### config.mk
export PLATFORM = sky130hd
export DESIGN_NAME = smu_ram
export DESIGN_NICKNAME = d
export VERILOG_FILES = /design/src/hdl/smu_ram.sv
export SDC_FILE = /design/constraint.sdc
export NUM_CORES = 1
export LEC_CHECK = 0
export ABC_CLOCK_PERIOD_IN_PS = 3800
export BUFFER_PORTS_ARGS = -buffer_cell sky130_fd_sc_hd__buf_2
export CORE_MARGIN = 2
export CORE_UTILIZATION = 65
export CTS_BUF_LIST = sky130_fd_sc_hd__clkbuf_16
export CTS_CLUSTER_SIZE = 40
export DETAILED_ROUTE_END_ITERATION = 8
export PLACE_DENSITY = 0.84
export SYNTH_ARGS = -nofsm -noshare
export SYNTH_HDL_FRONTEND = slang
export SYNTH_SLANG_ARGS = --single-unit
### constraint.sdc
create_clock -name clk -period 3.8 [get_ports clk]
set_clock_uncertainty 0.2 [all_clocks]
set_input_delay 0.19 -clock clk [delete_from_list [all_inputs] [get_ports clk]]
set_output_delay 0.19 -clock clk [all_outputs]
set_load 0.02 [all_outputs]
### src/hdl/smu_ram.sv
// ----------------------------------------------------------------------------
// smu_ram
// Generic single-write, single-read RAM with registered read data.
// ----------------------------------------------------------------------------
module smu_ram #(
    parameter int WIDTH = 8,
    parameter int DEPTH = 16
) (
    input  logic                     clk,
    input  logic                     we,
    input  logic [$clog2(DEPTH)-1:0] waddr,
    input  logic [WIDTH-1:0]         wdata,
    input  logic [$clog2(DEPTH)-1:0] raddr,
    output logic [WIDTH-1:0]         rdata
);
    logic [WIDTH-1:0] mem [DEPTH];

    // Write port and registered read port
    always_ff @(posedge clk)
    begin
        if (we)
        begin
            mem[waddr] <= wdata;
        end
        rdata <= mem[raddr];
    end
endmodule

==> results.md, run 1 <==
- Status: finished clean
- Power per cell area: 604.0 nW/um^2
- Clk slew on worst S/H paths: 0.06 ns
- Hold Path Class: input pin to flip-flop
- Die area: 8647 sq um
- Tcrit/Tclk final: 53.25%
- Asr flop ratio synth: 0%
- CP max FO: 8
- Antenna diodes: 0
- Crit-path max cell delay: 1.01 ns
- Setup TNS: 0 ns
- Main area contributors after synthesis: edfxtp_1 (75%), mux4_2 (7.9%), mux4_1 (7.1%)
- Critical Path Slowest Stage Cell: nor3_1
- Hold path cells: 2
- Worst flop-to-flop path startpoint: mem[1][0]$_DFFE_PP_
- Fin util: 78.97%
- Fillers: 395
- Worst setup margin: 1.777 ns
- Grt ovf: 0
- Chip Width: 92.99 um
- Worst r2r dst: rdata[0]$_DFF_P_
- Placed inst area: between 5000 and 6000 sq um
- Setup CP Type: input pin to flip-flop
- Via count: 2526
- TritonCTS clock tree: yes
- Post-synth EDFFs: 128
- Nets@finish: just under 300
- Leak pwr: 0.002062 uW
- Drt first pass iters: 4
- DRT iter0 DRCs: 269
- Maximum vdd drop: 0.4632 mV
- Relative slew slack: a little under an eighth
- P&R area growth vs syn: 17.94%
- Syn_area_per_cell: 22.48 sq um
- R2R Setup Slk: ~2.1 ns
- CP delay by family, top: simple AND/OR/NAND/NOR gates
- Critical path required time: 3.61 ns
- Cts bufs inserted: 17
- Slew Limit Fails: 0
- Buf/Inv on CP: 1
- Post-synth top area share: 74.67%
- Fin area: 6071 sq um
- Top_reg_cell synth: edfxtp_1
- Final GP Congestion: 0.7389
- Root Buffer Master: clkbuf_16
- Initial antenna violation count: 0
- Total GRT Usage: 26.63%
- Layout cells sized above 1: 26.57%
- Detailed placement HPWL: between 5000 and 6000 um
- First-pass GRT wire length: 15530 um
- Seq/Total Area, Yosys: approximately 80%
- Placement Rows: 32
- Port-buffer cells: 25
- Hold EP: mem[8][2]$_DFFE_PP_
- Worst Hold Margin: 0.09478 ns
- Minimum clock period: roughly 2.0 ns
- Post-route DRC: 0
- Top-count cell post-synth: edfxtp_1
- Largest net degree at the start of global routing: 33
- Max-cap violations: 0
- Final Hold Viols: 0
- Syn Inst Count: 229
- Pre-CTS setup slack: ~1.3 ns
- Worst path cell trace: buf_2 -> or3b_2 -> nor3_1
- RSZ-0062 raised after global routing: false
- Synth warnings: 0
- Most frequent cells after synthesis: edfxtp_1 (128), mux4_2 (18), a22oi_1 (16)
- #FFs+latches synth: 136
- Antenna viol nets, final: 0
- Core ar.: 7687 sq um
- Worst Path Arrival: roughly 1.8 ns
- Worst setup EP type: flip-flop
- Vias in the first global route: 2611
- Mapped Area: slightly above 5000 sq um
- Synth Net Count: 247
- Worst slew pin tran: around 1.3 ns
- Worst-skew pair later-pin latency: 0.41 ns
- H-tree depth: 4
- Leading area contributor after synthesis: edfxtp_1
- Unique cell type count in the Yosys netlist: 19
- Post-Route WL: 10240 um
- Detail-routed via count per cell: 6.510
- Hold_sp: waddr[1]
- Die height: between 90 and 100 um
- Total clock sinks: roughly 140
- Ports: 26
- Initial Util: 66.96%
- Worst r2r path cells: 3
- Fmax: 0.4942 GHz
- Count of final setup violators: 0
- Per-cell routed wire length: 26.39 um
- Worst-case clock buffer depth: 2
- Critical Path Start Type: input pin
==> cells in the final DEF, fill, tap and decap left out, drive strengths merged <==
cell and instances:
nand2b 2, bufinv 6, dlygate4sd3 8, or3b 1, clkinv 6, nor2b 1, mux4 32, nand3b 2
nor3 4, buf 27, clkinvlp 1, and2b 1, and2 1, dfxtp 8, nand3 1, edfxtp 128
nand2 9, nor2 13, clkbuf 17, a22oi 16, inv 2
==> routing by layer <==
metal / part of all wire (%) / vias to the layer above / GRT usage (%)
met1: 40 / 1290 / 36.89
met2: 49 / 158 / 40.04
met3: 9.4 / 15 / 9.267
met5: 0 / - / 0
met4: 1.3 / 0 / 10.42
li1: - / 1063 / -
==> flip-flops by register name (all words and copies together), names as in the netlist <==
| register | flops |
|---|---|
| mem | 128 |
| rdata | 8 |
==> timing repair <==
action | CTS | global route
setup buffers | 0 | 0
endpoints found under the hold margin | 128 | 0
resized for setup | 0 | 0
hold buffers | 8 | 0
==> metrics by stage <==
stage	total power [uW]	std cells
floorplan	1813	229
global placement	1867	348
detailed placement	1875	348
CTS	3667	388
global route	3756	388
finish	3667	388
==> how the worst max path moves through the flow <==
stage	startpoint	endpoint	slack [ns]	cells after the start
2_1_floorplan	waddr[2]	mem[0][0]$_DFFE_PP_	1.92	2
5_1_grt	raddr[0]	rdata[0]$_DFF_P_	1.62	4
3_3_place_gp	waddr[2]	mem[0][1]$_DFFE_PP_	1.44	3
6_report	waddr[2]	mem[0][5]$_DFFE_PP_	1.78	3
4_1_cts	raddr[0]	rdata[0]$_DFF_P_	1.78	4
3_5_place_dp	waddr[2]	mem[0][0]$_DFFE_PP_	1.30	3
==> report_power, final <==
group          total [uW]  switching, uW  leakage, uW  internal [uW]
Clock                1810            589     0.000323           1220
Combinational         166            100     0.000515           65.5
Sequential           1690           11.7      0.00122           1680
==> area by class of cell <==
class                           count  area (sq um)  area share, %
Sequential cell                   136          4004          65.95
Multi-Input combinational cell     83          1062          17.50
Clock buffer                       17         425.4          7.007
Tap cell                          102         127.6          2.102
Timing Repair Buffer               35         220.2          3.627
Clock inverter                     15         231.5          3.813
==> cell families after synthesis <==
logic type | synth area share [%]
flip-flops | 77.78
buffers and inverters | 1.677
multiplexers | 15.02
AND/OR/NAND/NOR | 3.184
AO/OA/AOI/OAI | 2.334
Power figures use the tool's default switching activity.
==> run 2: changes to the inputs <==
==> config.mk (replaced) <==
export PLATFORM = sky130hd
export DESIGN_NAME = smu_ram
export DESIGN_NICKNAME = d
export VERILOG_FILES = /design/src/hdl/smu_ram.sv
export SDC_FILE = /design/constraint.sdc
export NUM_CORES = 1
export LEC_CHECK = 0
export ABC_CLOCK_PERIOD_IN_PS = 1700
export BUFFER_PORTS_ARGS = -buffer_cell sky130_fd_sc_hd__buf_2
export CORE_MARGIN = 2
export CORE_UTILIZATION = 54
export CTS_BUF_LIST = sky130_fd_sc_hd__clkbuf_16
export CTS_CLUSTER_SIZE = 40
export DETAILED_ROUTE_END_ITERATION = 8
export PLACE_DENSITY = 0.74
export SYNTH_ARGS = -nofsm -noshare
export SYNTH_HDL_FRONTEND = slang
export SYNTH_SLANG_ARGS = --single-unit
==> constraint.sdc (replaced) <==
create_clock -name clk -period 1.7 [get_ports clk]
set_clock_uncertainty 0.2 [all_clocks]
set_input_delay 0.085 -clock clk [delete_from_list [all_inputs] [get_ports clk]]
set_output_delay 0.085 -clock clk [all_outputs]
set_load 0.02 [all_outputs]
==> run 2 against run 1 <==
  * Via count grew 1.5%
  * Critical endpoint is now rdata[1]$_DFF_P_
  * Sequential share of layout area shrank 2.2 points
  * Largest cell class unchanged
  * Global-route usage shrank 4.3 points
  * Setup slack lost 1.7 ns
  * Sequential cell count is the same
  * Routed wire length grew 0.80%
  * Clock power grew 120%
==> results.md, run 2 (synthesized netlist as in run 1, its figures left out) <==
- Clk slew on worst S/H paths: 0.06 ns (about the same)
- Hold Path Class: input pin to flip-flop
- Fmax: 0.6167 GHz
- Maximum vdd drop: 0.8431 mV (+82%)
- Largest net degree at the start of global routing: 33 (unchanged)
- Vias in the first global route: 2596 (-0.57%)
- Detail-routed via count per cell: 5.892 (-9.5%)
- Final GP Congestion: 0.7856 (+6.3%)
- Power share of the sequential group: 46.3% (+0.2 points)
- Placement Rows: 35 (+9.4%)
- Die height: 101.6 um (+9.3%)
- Fraction of power consumed by combinational cells: 4.8% (+0.3 points)
- Worst Path Arrival: 1.71 ns (-0.12 ns)
- Total clock sinks: 136 (unchanged)
- Top Metal Used: met4
- NetSw: 1617 uW (+130%)
- Power per cell area: 1297 nW/um^2 (+110%)
- Initial antenna violation count: 0 (unchanged)
- Antenna diodes: 0 (unchanged)
- P&R area growth vs syn: 21.97%
- Total GRT Usage: 22.35% (-4.3 points)
- Crit-path max cell delay: 0.56 ns (-0.45 ns)
- Layout cells sized above 1: 32.35% (+5.8 points)
- Detailed placement HPWL: 5857 um (+0.22%)
- RSZ-0062 raised after global routing: false
- Chip Width: 101.6 um (+9.3%)
- Commonest non-fill, non-tap cell in the layout: edfxtp_1
- Buf/Inv on CP: 0 (-1)
- Crit path from: mem[1][1]$_DFFE_PP_
- Hold path cells: 3 (+1)
- Post-route DRC: 0 (unchanged)
- Status: finished clean
- Port-buffer cells: 25 (unchanged)
- Worst flop-to-flop path startpoint: mem[1][1]$_DFFE_PP_
- Hold EP: mem[0][3]$_DFFE_PP_
- Tcrit/Tclk final: 95.38%
- Worst r2r path cells: 3 (unchanged)
- Internal cell power: 6525 uW (+120%)
- Most frequent cells in the layout: edfxtp_1 (128), buf_2 (25), buf_4 (20)
- Worst path cell trace: mux4_1 -> a22oi_1 -> nand2_1
- DRT iter0 DRCs: 383 (+42%)
- First-pass GRT wire length: 15930 um (+2.5%)
- Max FFs per register: 128 (unchanged)
- Per-cell routed wire length: 23.73 um (-10%)
- Met3 Routed Length: 810 um (-16%)
- Ports: 26 (unchanged)
- Pre-CTS setup slack: -0.01782 ns (-1.316 ns)
- Routed met2 length: 5135 um (+1.3%)
- Worst Hold Margin: 0.04595 ns (-0.04883 ns)
- TritonCTS clock tree: yes
- Top Registers: mem: 128 flops, rdata: 8 flops
- Setup CP Type: flip-flop to flip-flop
- Worst slew pin tran: 0.8406 ns (-0.4695 ns)
- Initial Util: 55.71% (-11 points)
- Count of final setup violators: 0 (unchanged)
- Net Sw Frac: 19.86% (+0.74 points)
- Worst setup EP type: flip-flop
- Postcts setup bufs: 0 (unchanged)
- Drt first pass iters: 5 (+1)
- Die area: 10330 sq um (+19%)
- Nets@finish: 311 (+6.9%)
- Minimum clock period: about 1.6 ns
- Root Buffer Master: clkbuf_16
- Critical Path Slowest Stage Cell: mux4_1
- Antenna viol nets, final: 0 (unchanged)
- Worst setup margin: 0.07846 ns (-1.698 ns)
- Clock network power share: 48.8% (-0.6 points)
- Worst-case clock buffer depth: 2 (unchanged)
- Critical Path Start Type: flip-flop
- Hold_sp: waddr[1]
- H-tree depth: 4 (unchanged)
- Post-Route WL: 10320 um (+0.80%)
- Relative slew slack: 43.75% (+32 points)
- Slew Limit Fails: 0 (unchanged)
- Final Hold Viols: 0 (unchanged)
- Largest Register: mem
- Worst-skew pair later-pin latency: 0.40 ns (about the same)
- R2R Setup Slk: 0.08 ns (-2.05 ns)
- Leak pwr: 0.002166 uW (+5.0%)
- Cts bufs inserted: 17 (unchanged)
- Max-cap violations: 0 (unchanged)
- CP delay by family, top: multiplexers
- CP max FO: 1 (-7)
- Core ar.: 9240 sq um (+20%)
- Worst r2r dst: rdata[1]$_DFF_P_
- Via count: 2563 (+1.5%)
- Critical path required time: 1.78 ns (-1.83 ns)
- Grt ovf: 0 (unchanged)
- M1 wire length: 4163 um (+2.3%)
==> run 2: cell count changes in the layout (fill, tap and decap cells not counted), moves of 2 or more <==
cell	before	now
buf_4	2	20
buf_12	0	2
clkinv_1	2	0
clkinv_2	3	1
clkinv_4	1	3
clkinvlp_4	1	3
==> run 2: per-layer routing <==
layer  vias to the layer above  GRT usage [%]
met3                        22          5.728
met1                      1275          31.89
li1                       1104              -
met5                         -              0
met2                       162          34.06
met4                         0          8.108
==> run 2: worst max path at each step <==
stage / to / depth (start not counted)
after floorplan: mem[3][0]$_DFFE_PP_ / 2
after global placement: rdata[0]$_DFF_P_ / 5
after detailed placement: rdata[5]$_DFF_P_ / 5
after CTS: rdata[5]$_DFF_P_ / 3
after global routing: rdata[3]$_DFF_P_ / 3
final: rdata[1]$_DFF_P_ / 3
==> run 2: final cells by class <==
class                           instances  area [sq um]
Clock inverter                         15         225.2
Fill cell                             546          2962
Sequential cell                       136          4004
Timing Repair Buffer                   55         395.4
Clock buffer                           17         425.4
Multi-Input combinational cell         83          1067
Tap cell                              129         161.4
==> run 2: power by group through the flow <==
stage | Clock, uW | Sequential (uW) | Combinational [uW]
after floorplan | 0 | 3860 | 191
after global placement | 0 | 3840 | 363
after detailed placement | 0 | 3840 | 373
after CTS | 4030 | 3770 | 395
after global routing | 4160 | 3780 | 425
final | 3980 | 3770 | 392
==> run 2: stage by stage <==
stage	area (sq um)	cells	setup TNS (ns)	power (uW)	util, %
finish	6279	435	0	8142	67.95
global route	6279	435	0	8366	67.95
CTS	6274	435	0	8202	67.89
detailed placement	5543	395	-0.02182	4214	59.99
global placement	5543	395	0	4201	59.99
floorplan	5152	229	0	4053	-
==> run 2: repair_timing <==
| item | CTS | global route |
|---|---|---|
| gates resized for setup | 0 | 1 |
| hold buffers | 8 | 0 |
| setup endpoints to repair | 0 | 1 |
| endpoints found under the hold margin | 128 | 0 |
==> run 2: worst register-to-register path, cell delays in order, from the launching register on <==
cell	delay, ns
edfxtp_1	0.42
mux4_1	0.56
a22oi_1	0.25
nand2_1	0.08
